## src/sv/sff_pkg.sv

```systemverilog
`timescale 1ns / 1ps
package sff_pkg;

  localparam int MAX_WIDTH_DEF  = 128;
  localparam int MAX_HEIGHT_DEF = 128;

  localparam int COORD_W = 8;    // active sizes are 8-bit registers
  localparam int BND_W   = 13;   // signed width of unclipped shape bounds
  localparam int DX_W    = 12;   // signed pixel offset from circle centre
  localparam int SQ_W    = 23;   // squared offset
  localparam int RR_W    = 20;   // squared radius
  localparam int STEP_W  = 4;
  localparam int COND_W  = 4;

  localparam logic [23:0] WHITE = 24'hFFFFFF;

  localparam logic [1:0] OP_RECT = 2'd0;
  localparam logic [1:0] OP_CIRC = 2'd1;
  localparam logic [1:0] OP_FILL = 2'd2;
  localparam logic [1:0] OP_READ = 2'd3;

  localparam logic CFG_ACTIVE_WIDTH  = 1'b0;
  localparam logic CFG_ACTIVE_HEIGHT = 1'b1;

  // sequencer branch conditions
  localparam logic [COND_W-1:0] C_NEXT     = 4'd0;
  localparam logic [COND_W-1:0] C_GOTO     = 4'd1;
  localparam logic [COND_W-1:0] C_WAIT     = 4'd2;
  localparam logic [COND_W-1:0] C_CLR_MORE = 4'd3;
  localparam logic [COND_W-1:0] C_OP_RD    = 4'd4;
  localparam logic [COND_W-1:0] C_OP_CIRC  = 4'd5;
  localparam logic [COND_W-1:0] C_EMPTY    = 4'd6;
  localparam logic [COND_W-1:0] C_X_MORE   = 4'd7;
  localparam logic [COND_W-1:0] C_Y_MORE   = 4'd8;

  // program addresses
  localparam logic [STEP_W-1:0] S_CLR   = 4'd0;
  localparam logic [STEP_W-1:0] S_IDLE  = 4'd1;
  localparam logic [STEP_W-1:0] S_DISP  = 4'd2;
  localparam logic [STEP_W-1:0] S_CHK   = 4'd3;
  localparam logic [STEP_W-1:0] S_ROW   = 4'd4;
  localparam logic [STEP_W-1:0] S_RPIX  = 4'd5;
  localparam logic [STEP_W-1:0] S_RNEXT = 4'd6;
  localparam logic [STEP_W-1:0] S_REND  = 4'd7;
  localparam logic [STEP_W-1:0] S_CSQ   = 4'd8;
  localparam logic [STEP_W-1:0] S_CPIX  = 4'd9;
  localparam logic [STEP_W-1:0] S_CNEXT = 4'd10;
  localparam logic [STEP_W-1:0] S_CEND  = 4'd11;
  localparam logic [STEP_W-1:0] S_RD    = 4'd12;
  localparam logic [STEP_W-1:0] S_RDOUT = 4'd13;

  typedef struct packed {
    logic [COND_W-1:0] cond;
    logic [STEP_W-1:0] target;
    logic              idle;
    logic              clr;
    logic              setup;
    logic              y_init;
    logic              y_inc;
    logic              x_init;
    logic              x_inc;
    logic              sqy;
    logic              sqx;
    logic              wr;
    logic              circ;
    logic              rd;
    logic              out_stb;
  } ucode_t;

  typedef struct packed {
    logic clr_last;
    logic is_rd;
    logic is_circ;
    logic empty;
    logic x_more;
    logic y_more;
  } flags_t;

  function automatic ucode_t ucode(input logic [STEP_W-1:0] step);
    ucode_t w;
    w = '0;
    unique case (step)
      S_CLR: begin
        w.clr = 1'b1; w.cond = C_CLR_MORE; w.target = S_CLR;
      end
      S_IDLE: begin
        w.idle = 1'b1; w.cond = C_WAIT; w.target = S_IDLE;
      end
      S_DISP: begin
        w.setup = 1'b1; w.cond = C_OP_RD; w.target = S_RD;
      end
      S_CHK: begin
        w.y_init = 1'b1; w.cond = C_EMPTY; w.target = S_IDLE;
      end
      S_ROW: begin
        w.x_init = 1'b1; w.sqy = 1'b1; w.cond = C_OP_CIRC; w.target = S_CSQ;
      end
      S_RPIX: begin
        w.wr = 1'b1; w.x_inc = 1'b1; w.cond = C_X_MORE; w.target = S_RPIX;
      end
      S_RNEXT: begin
        w.y_inc = 1'b1; w.cond = C_Y_MORE; w.target = S_ROW;
      end
      S_REND: begin
        w.cond = C_GOTO; w.target = S_IDLE;
      end
      S_CSQ: begin
        w.sqx = 1'b1; w.cond = C_NEXT;
      end
      S_CPIX: begin
        w.wr = 1'b1; w.circ = 1'b1; w.x_inc = 1'b1;
        w.cond = C_X_MORE; w.target = S_CSQ;
      end
      S_CNEXT: begin
        w.y_inc = 1'b1; w.cond = C_Y_MORE; w.target = S_ROW;
      end
      S_CEND: begin
        w.cond = C_GOTO; w.target = S_IDLE;
      end
      S_RD: begin
        w.rd = 1'b1; w.cond = C_NEXT;
      end
      S_RDOUT: begin
        w.out_stb = 1'b1; w.cond = C_GOTO; w.target = S_IDLE;
      end
      default: begin
        w.cond = C_GOTO; w.target = S_IDLE;
      end
    endcase
    return w;
  endfunction

endpackage

```

## src/sv/sff_sequencer.sv

```systemverilog
`timescale 1ns / 1ps
module sff_sequencer (
  input  logic            clk,
  input  logic            rst_n,
  input  logic            start,
  input  sff_pkg::flags_t flags,
  output sff_pkg::ucode_t uw
);

  logic [sff_pkg::STEP_W-1:0] step_r;
  logic [sff_pkg::STEP_W-1:0] step_nxt;
  logic [sff_pkg::STEP_W-1:0] step_inc;

  assign uw       = sff_pkg::ucode(step_r);
  assign step_inc = step_r + sff_pkg::STEP_W'(1);

  always_comb begin
    unique case (uw.cond)
      sff_pkg::C_NEXT:     step_nxt = step_inc;
      sff_pkg::C_GOTO:     step_nxt = uw.target;
      sff_pkg::C_WAIT:     step_nxt = start ? step_inc : uw.target;
      sff_pkg::C_CLR_MORE: step_nxt = flags.clr_last ? step_inc : uw.target;
      sff_pkg::C_OP_RD:    step_nxt = flags.is_rd ? uw.target : step_inc;
      sff_pkg::C_OP_CIRC:  step_nxt = flags.is_circ ? uw.target : step_inc;
      sff_pkg::C_EMPTY:    step_nxt = flags.empty ? uw.target : step_inc;
      sff_pkg::C_X_MORE:   step_nxt = flags.x_more ? uw.target : step_inc;
      sff_pkg::C_Y_MORE:   step_nxt = flags.y_more ? uw.target : step_inc;
      default:             step_nxt = sff_pkg::S_IDLE;
    endcase
  end

  always_ff @(posedge clk) begin
    if (!rst_n) begin
      step_r <= sff_pkg::S_CLR;
    end else begin
      step_r <= step_nxt;
    end
  end

endmodule

```

## config.mk

```make
export PLATFORM = sky130hd
export DESIGN_NAME = sff_sequencer
export DESIGN_NICKNAME = d
export VERILOG_FILES = /design/src/sv/sff_pkg.sv /design/src/sv/sff_sequencer.sv
export SDC_FILE = /design/constraint.sdc
export NUM_CORES = 1
export LEC_CHECK = 0
export BUFFER_PORTS_ARGS = -buffer_cell sky130_fd_sc_hd__buf_2
export CAP_MARGIN = 20
export CELL_PAD_IN_SITES_DETAIL_PLACEMENT = 0
export CELL_PAD_IN_SITES_GLOBAL_PLACEMENT = 1
export CORE_ASPECT_RATIO = 0.6
export CORE_MARGIN = 5
export CORE_UTILIZATION = 23
export DETAILED_ROUTE_END_ITERATION = 8
export PLACE_DENSITY = 0.61
export SLEW_MARGIN = 0
export SYNTH_ARGS = -nofsm -noshare
export SYNTH_HDL_FRONTEND = slang
export SYNTH_SLANG_ARGS = --single-unit
export TNS_END_PERCENT = 20
```

## constraint.sdc

```tcl
create_clock -name clk -period 2.33 [get_ports clk]
set_input_delay 0.3495 -clock clk [delete_from_list [all_inputs] [get_ports clk]]
set_output_delay 0.3495 -clock clk [all_outputs]
set_load 0.1 [all_outputs]
```

---- Word level (Yosys, flattened, before mapping) ----
Cells that the tools add are included.
cells by class
  equality and inequality tests ........... 19
  mux-type cells .......................... 21
  reduce and logical (&&, ||, !) cells .... 7
  $add $sub $neg .......................... 1
operators with widths
  cell                                                 number
  case mux 4 bit (9 select lines)                      1
  case mux 4 bit (8 select lines)                      1
  equality test 4 x 3 -> 1 bit, second input constant  7
  2-to-1 mux 4 bit                                     7
  equality test 4 bit, second input constant           6
  case mux 4 bit (5 select lines)                      1
  equality test 4 x 2 -> 1 bit, second input constant  4
  2-to-1 mux 1 bit                                     11
  equality test 4 x 1 -> 1 bit, second input constant  2
  zero test 4 bit                                      2
  OR reduction 2 bit                                   4
  adder 4 x 1 -> 4 bit, second input constant          1
  OR reduction 3 bit                                   1
word-level totals
  bits in registers ....................... 4
  output and inout bits ................... 21
  word-level logic and storage cells ...... 49
  input port bits ......................... 9

---- Logic depth before layout (Yosys ltp) ----
  depth in word-level cells ............... 5
  mapped depth ............................ 10
  depth with buffers taken out ............ 9

---- Least setup slack after synthesis ----
OpenSTA, ideal clock, no wires.
  path kind ............................... register to register
  start point ............................. register step_r[0] (netlist bit)
  end point ............................... register step_r[3] (netlist bit)
  required time ........................... 2.252 ns
  library setup time ...................... 0.078 ns
  period minus slack after synthesis ...... 3.681 ns
  arrival time ............................ 3.603 ns
  path slack .............................. -1.351 ns
  path buffers ............................ 0
  stages on the path, launching flop included .. 8
  path through ............................ dfxtp_1 -> inv_1 -> ha_1 -> mux2i_2 -> o21ai_0 -> nand3_1 -> a21o_1 -> a31oi_1
RTL lines
  what                      line                 RTL
  start: declaration        sff_sequencer.sv:10  logic [sff_pkg::STEP_W-1:0] step_r;
  start signal: assignment  sff_sequencer.sv:34  step_r <= sff_pkg::S_CLR;
  start signal: assignment  sff_sequencer.sv:36  step_r <= step_nxt;

---- Worst setup path in the final report ----
  start point ............................. register step_r[1] (netlist bit)
  end point ............................... register step_r[2] (netlist bit)
on the way
  cells in the longest elaborated chain, start to end .. 5
  elaborated cells on any way between the ends .. 36
  classes of those cells .................. add/sub: 1; eq/ne: 18; mux: 10; reduce/logical: 7
RTL lines
  what                                                                                line                 RTL
  equality test 4 bit, or another cell as far along                                   sff_pkg.sv:82        unique case (step)
  OR reduction 2 bit (no line) or OR reduction 3 bit (tied branches)                  --
  case mux 4 bit (8 select lines) or case mux 4 bit (5 select lines) (tied branches)  sff_pkg.sv:82
  equality test 4 bit, or another cell as far along                                   sff_sequencer.sv:18  unique case (uw.cond)
  case mux 4 bit (9 select lines) *                                                   sff_sequencer.sv:18
Every way passes the cells marked *; elsewhere a longest branch is shown, timed or not.
A chain may end at the register's enable or synchronous reset.

==> flow_summary.ini <==
[die]
core_area_um2 = 4190
rows = 18
die_width_um = 95.7
initial_core_util_pct = 24.2
ios = 30
die_y_um = 61.4
dieArea_um2 = 5880

[critical_path]
path_class = flip-flop to flip-flop
crit_arrival_ns = 2.43
slowest_stage = ha_1
worstPathRequired_ns = 2.44
startpoint_type = flip-flop
path_cells = inv_1 -> ha_1 -> nor2b_1 -> a211oi_4 -> buf_4 -> inv_4 -> nand3_2 -> o22ai_4 -> o21ai_1 -> a31oi_1
critPathCaptureType = flip-flop
critPathMaxFanout = 8
max_stage_delay_ns = 0.35

[finish]
drive_above_1_share_pct = 44.7
layout.cells.non_filler = 239
regMostFlops = step_r
antenna_cells = 0
synthToLayoutAreaGrowth_pct = 65.1
largest_reg_flops = 4
largestRegisters = step_r x4
fillerInstances = 462
finalNetCount = 195
regArea_um2 = 81.3
fin_area_um2 = 1670
multi_input_area_um2 = 883

[cts]
root_buffer = clkbuf_8
clk_latency_ns = 0.22
cts_tree = yes
cts.clk_slew.worst_paths_ns = 0.03
numCtsBuffers = 3
cts.path.max_buffers = 2
cts_num_sinks = 4
ctsHoldBuffers = 0
htreeDepth = 1

[detailed_routing]
final_antenna_net_count = 0
wire_per_inst_um = 15.3
dr.pass1.iters = 4
routed_wirelength_um = 3650
via_count = 1190
drt_iter0_markers = 114
post-route-drc-count = 0
via_per_inst = 4.98

[power_and_ir_drop]
p_clk_share_pct = 8.5
swShare_pct = 57.9
p_leak_nw = 0.667
ir_drop_mv = 0.479
powerDensity_nw_per_um2 = 1030
p_seq_share_pct = 5.5
p_switching_uw = 993
internal-power_uw = 722
p_comb_share_pct = 85.9

[run]
drv_cap = 0

[yosys]
ys_seq_area_share_pct = 7.90
ys_seq_elements = 4
syn-mean-instance-area_um2 = 7.29
ys_top_cells_by_area = dfxtp_1 (7.9%), ha_1 (6.2%), nor2b_1 (4.9%)
synthDistinctLibCells = 50
async_flop_share_pct = 0
syn_nets = 153
ys.flop_type = dfxtp_1
ys_warn_count = 0
yosys-top-cells-count = inv_1 (13), nand2_1 (12), a21oi_1 (8), nor2b_1 (8), o21ai_0 (7)
synth_top_area_share_pct = 7.90
synth_area_um2 = 1010
yosysMostFrequentCell = inv_1
synth_edf_count = 0
synth_top_cell_by_area = dfxtp_1
syn_inst = 139

[placed_design]
hpwl_um = 2970
place_ws_ns = -0.114
port_buffers = 28
placed_cell_area_um2 = 1550
place.gp.congestion = 0.857
numPlacedInstances = 234

[sta]
whs_ns = 0.403
period_share_pct = 99.4
fmax_mhz = 432
fin_crit_ns = 2.32
fin_skew_ns = 0.000573
setup_violations = 0
rsz0062_at_grt = yes
setup_ws_ns = 0.0138
hold_viol = 0
tns_ns = 0
drv_slew = 0

[outcome]
outcome = complete, no violations

[grt]
grt_pass1_wl_um = 5990
grt_usage_pct = 13.4
grt_overflow = 0
grt_max_degree = 15
first_global_vias = 1146
antenna_found_initial = 0

[hold_path]
min_path_type = input port to flip-flop
[final timing paths]
| path | slack (ns) | end | depth (start not counted) | start |
|---|---|---|---|---|
| min reg2reg | 0.73 | step_r[1]$_SDFF_PN0_ | 3 | step_r[0]$_SDFF_PN0_ |
| min | 0.40 | step_r[0]$_SDFF_PN0_ | 2 | rst_n |
| max | 0.01 | step_r[2]$_SDFF_PN0_ | 10 | step_r[1]$_SDFF_PN0_ |
| max reg2reg | 0.01 | step_r[2]$_SDFF_PN0_ | 10 | step_r[1]$_SDFF_PN0_ |
[power groups by stage]
stage | Clock [mW] | Sequential, mW | Combinational, mW
floorplan | 0 | 0.0924 | 1.00
CTS | 0.152 | 0.0947 | 1.41
global route | 0.159 | 0.0967 | 1.56
global placement | 0 | 0.0953 | 1.40
detailed placement | 0 | 0.0955 | 1.40
finish | 0.146 | 0.0951 | 1.47
[layer usage]
layer	share of wire (%)	global-route usage (%)	wire, um	vias to the layer above
li1	-	-	-	581
met1	50	20.5	1830	565
met2	42	19.9	1550	42
met3	7.1	1.95	257	2
met4	0.22	2.43	8	0
met5	0	0	0	-
[critical path, delay by kind of cell, from the launching register on]
kind / cells / cell delay [ns]
and+or+nand+nor: 2 / 0.45
DFF: 1 / 0.33
adders and majority gates: 1 / 0.35
AOI/OAI and AO/OA: 4 / 0.68
buffers and inverters: 3 / 0.38
[cell usage in the layout (no fill, tap or decap), types with 4 or more instances in the layout]
master	netlist	routed
buf_4	3	22
buf_12	0	15
inv_1	13	12
nand2_1	12	12
buf_2	5	12
nor2b_1	8	8
a21oi_1	8	7
nor2_1	6	6
o21ai_1	2	4
a31oi_1	4	4
ha_1	5	4
[layout make-up]
| cell class | count | area share [%] |
|---|---|---|
| Sequential cell | 4 | 4.86 |
| Clock buffer | 3 | 2.47 |
| Multi-Input combinational cell | 108 | 52.8 |
| Tap cell | 60 | 4.49 |
| Inverter | 14 | 3.52 |
| Timing Repair Buffer | 50 | 31.9 |
[metrics by stage]
stage | total power, mW | utilization (%)
floorplan | 1.10 | -
global placement | 1.49 | 37.1
detailed placement | 1.50 | 37.1
CTS | 1.66 | 38.1
global route | 1.81 | 39.9
finish | 1.71 | 39.9
[cell families (layout without fill, tap and decap cells)]
family	after synthesis	after routing	share of synthesized area, %
AOI/OAI and AO/OA	51	51	40.0
adders and majority gates	5	5	6.17
xor gates and xnor gates	1	1	0.864
DFF	4	4	7.90
other	1	1	0.370
buffers and inverters	27	67	14.7
muxes	2	2	2.35
and+or+nand+nor	48	48	27.7
[repair_timing]
action                     in CTS  in global routing
setup buffers                   0                  2
resized for setup               3                 12
setup endpoints to repair       5                  9
pin swaps                       0                  2
(Power assumes the default switching activity.)
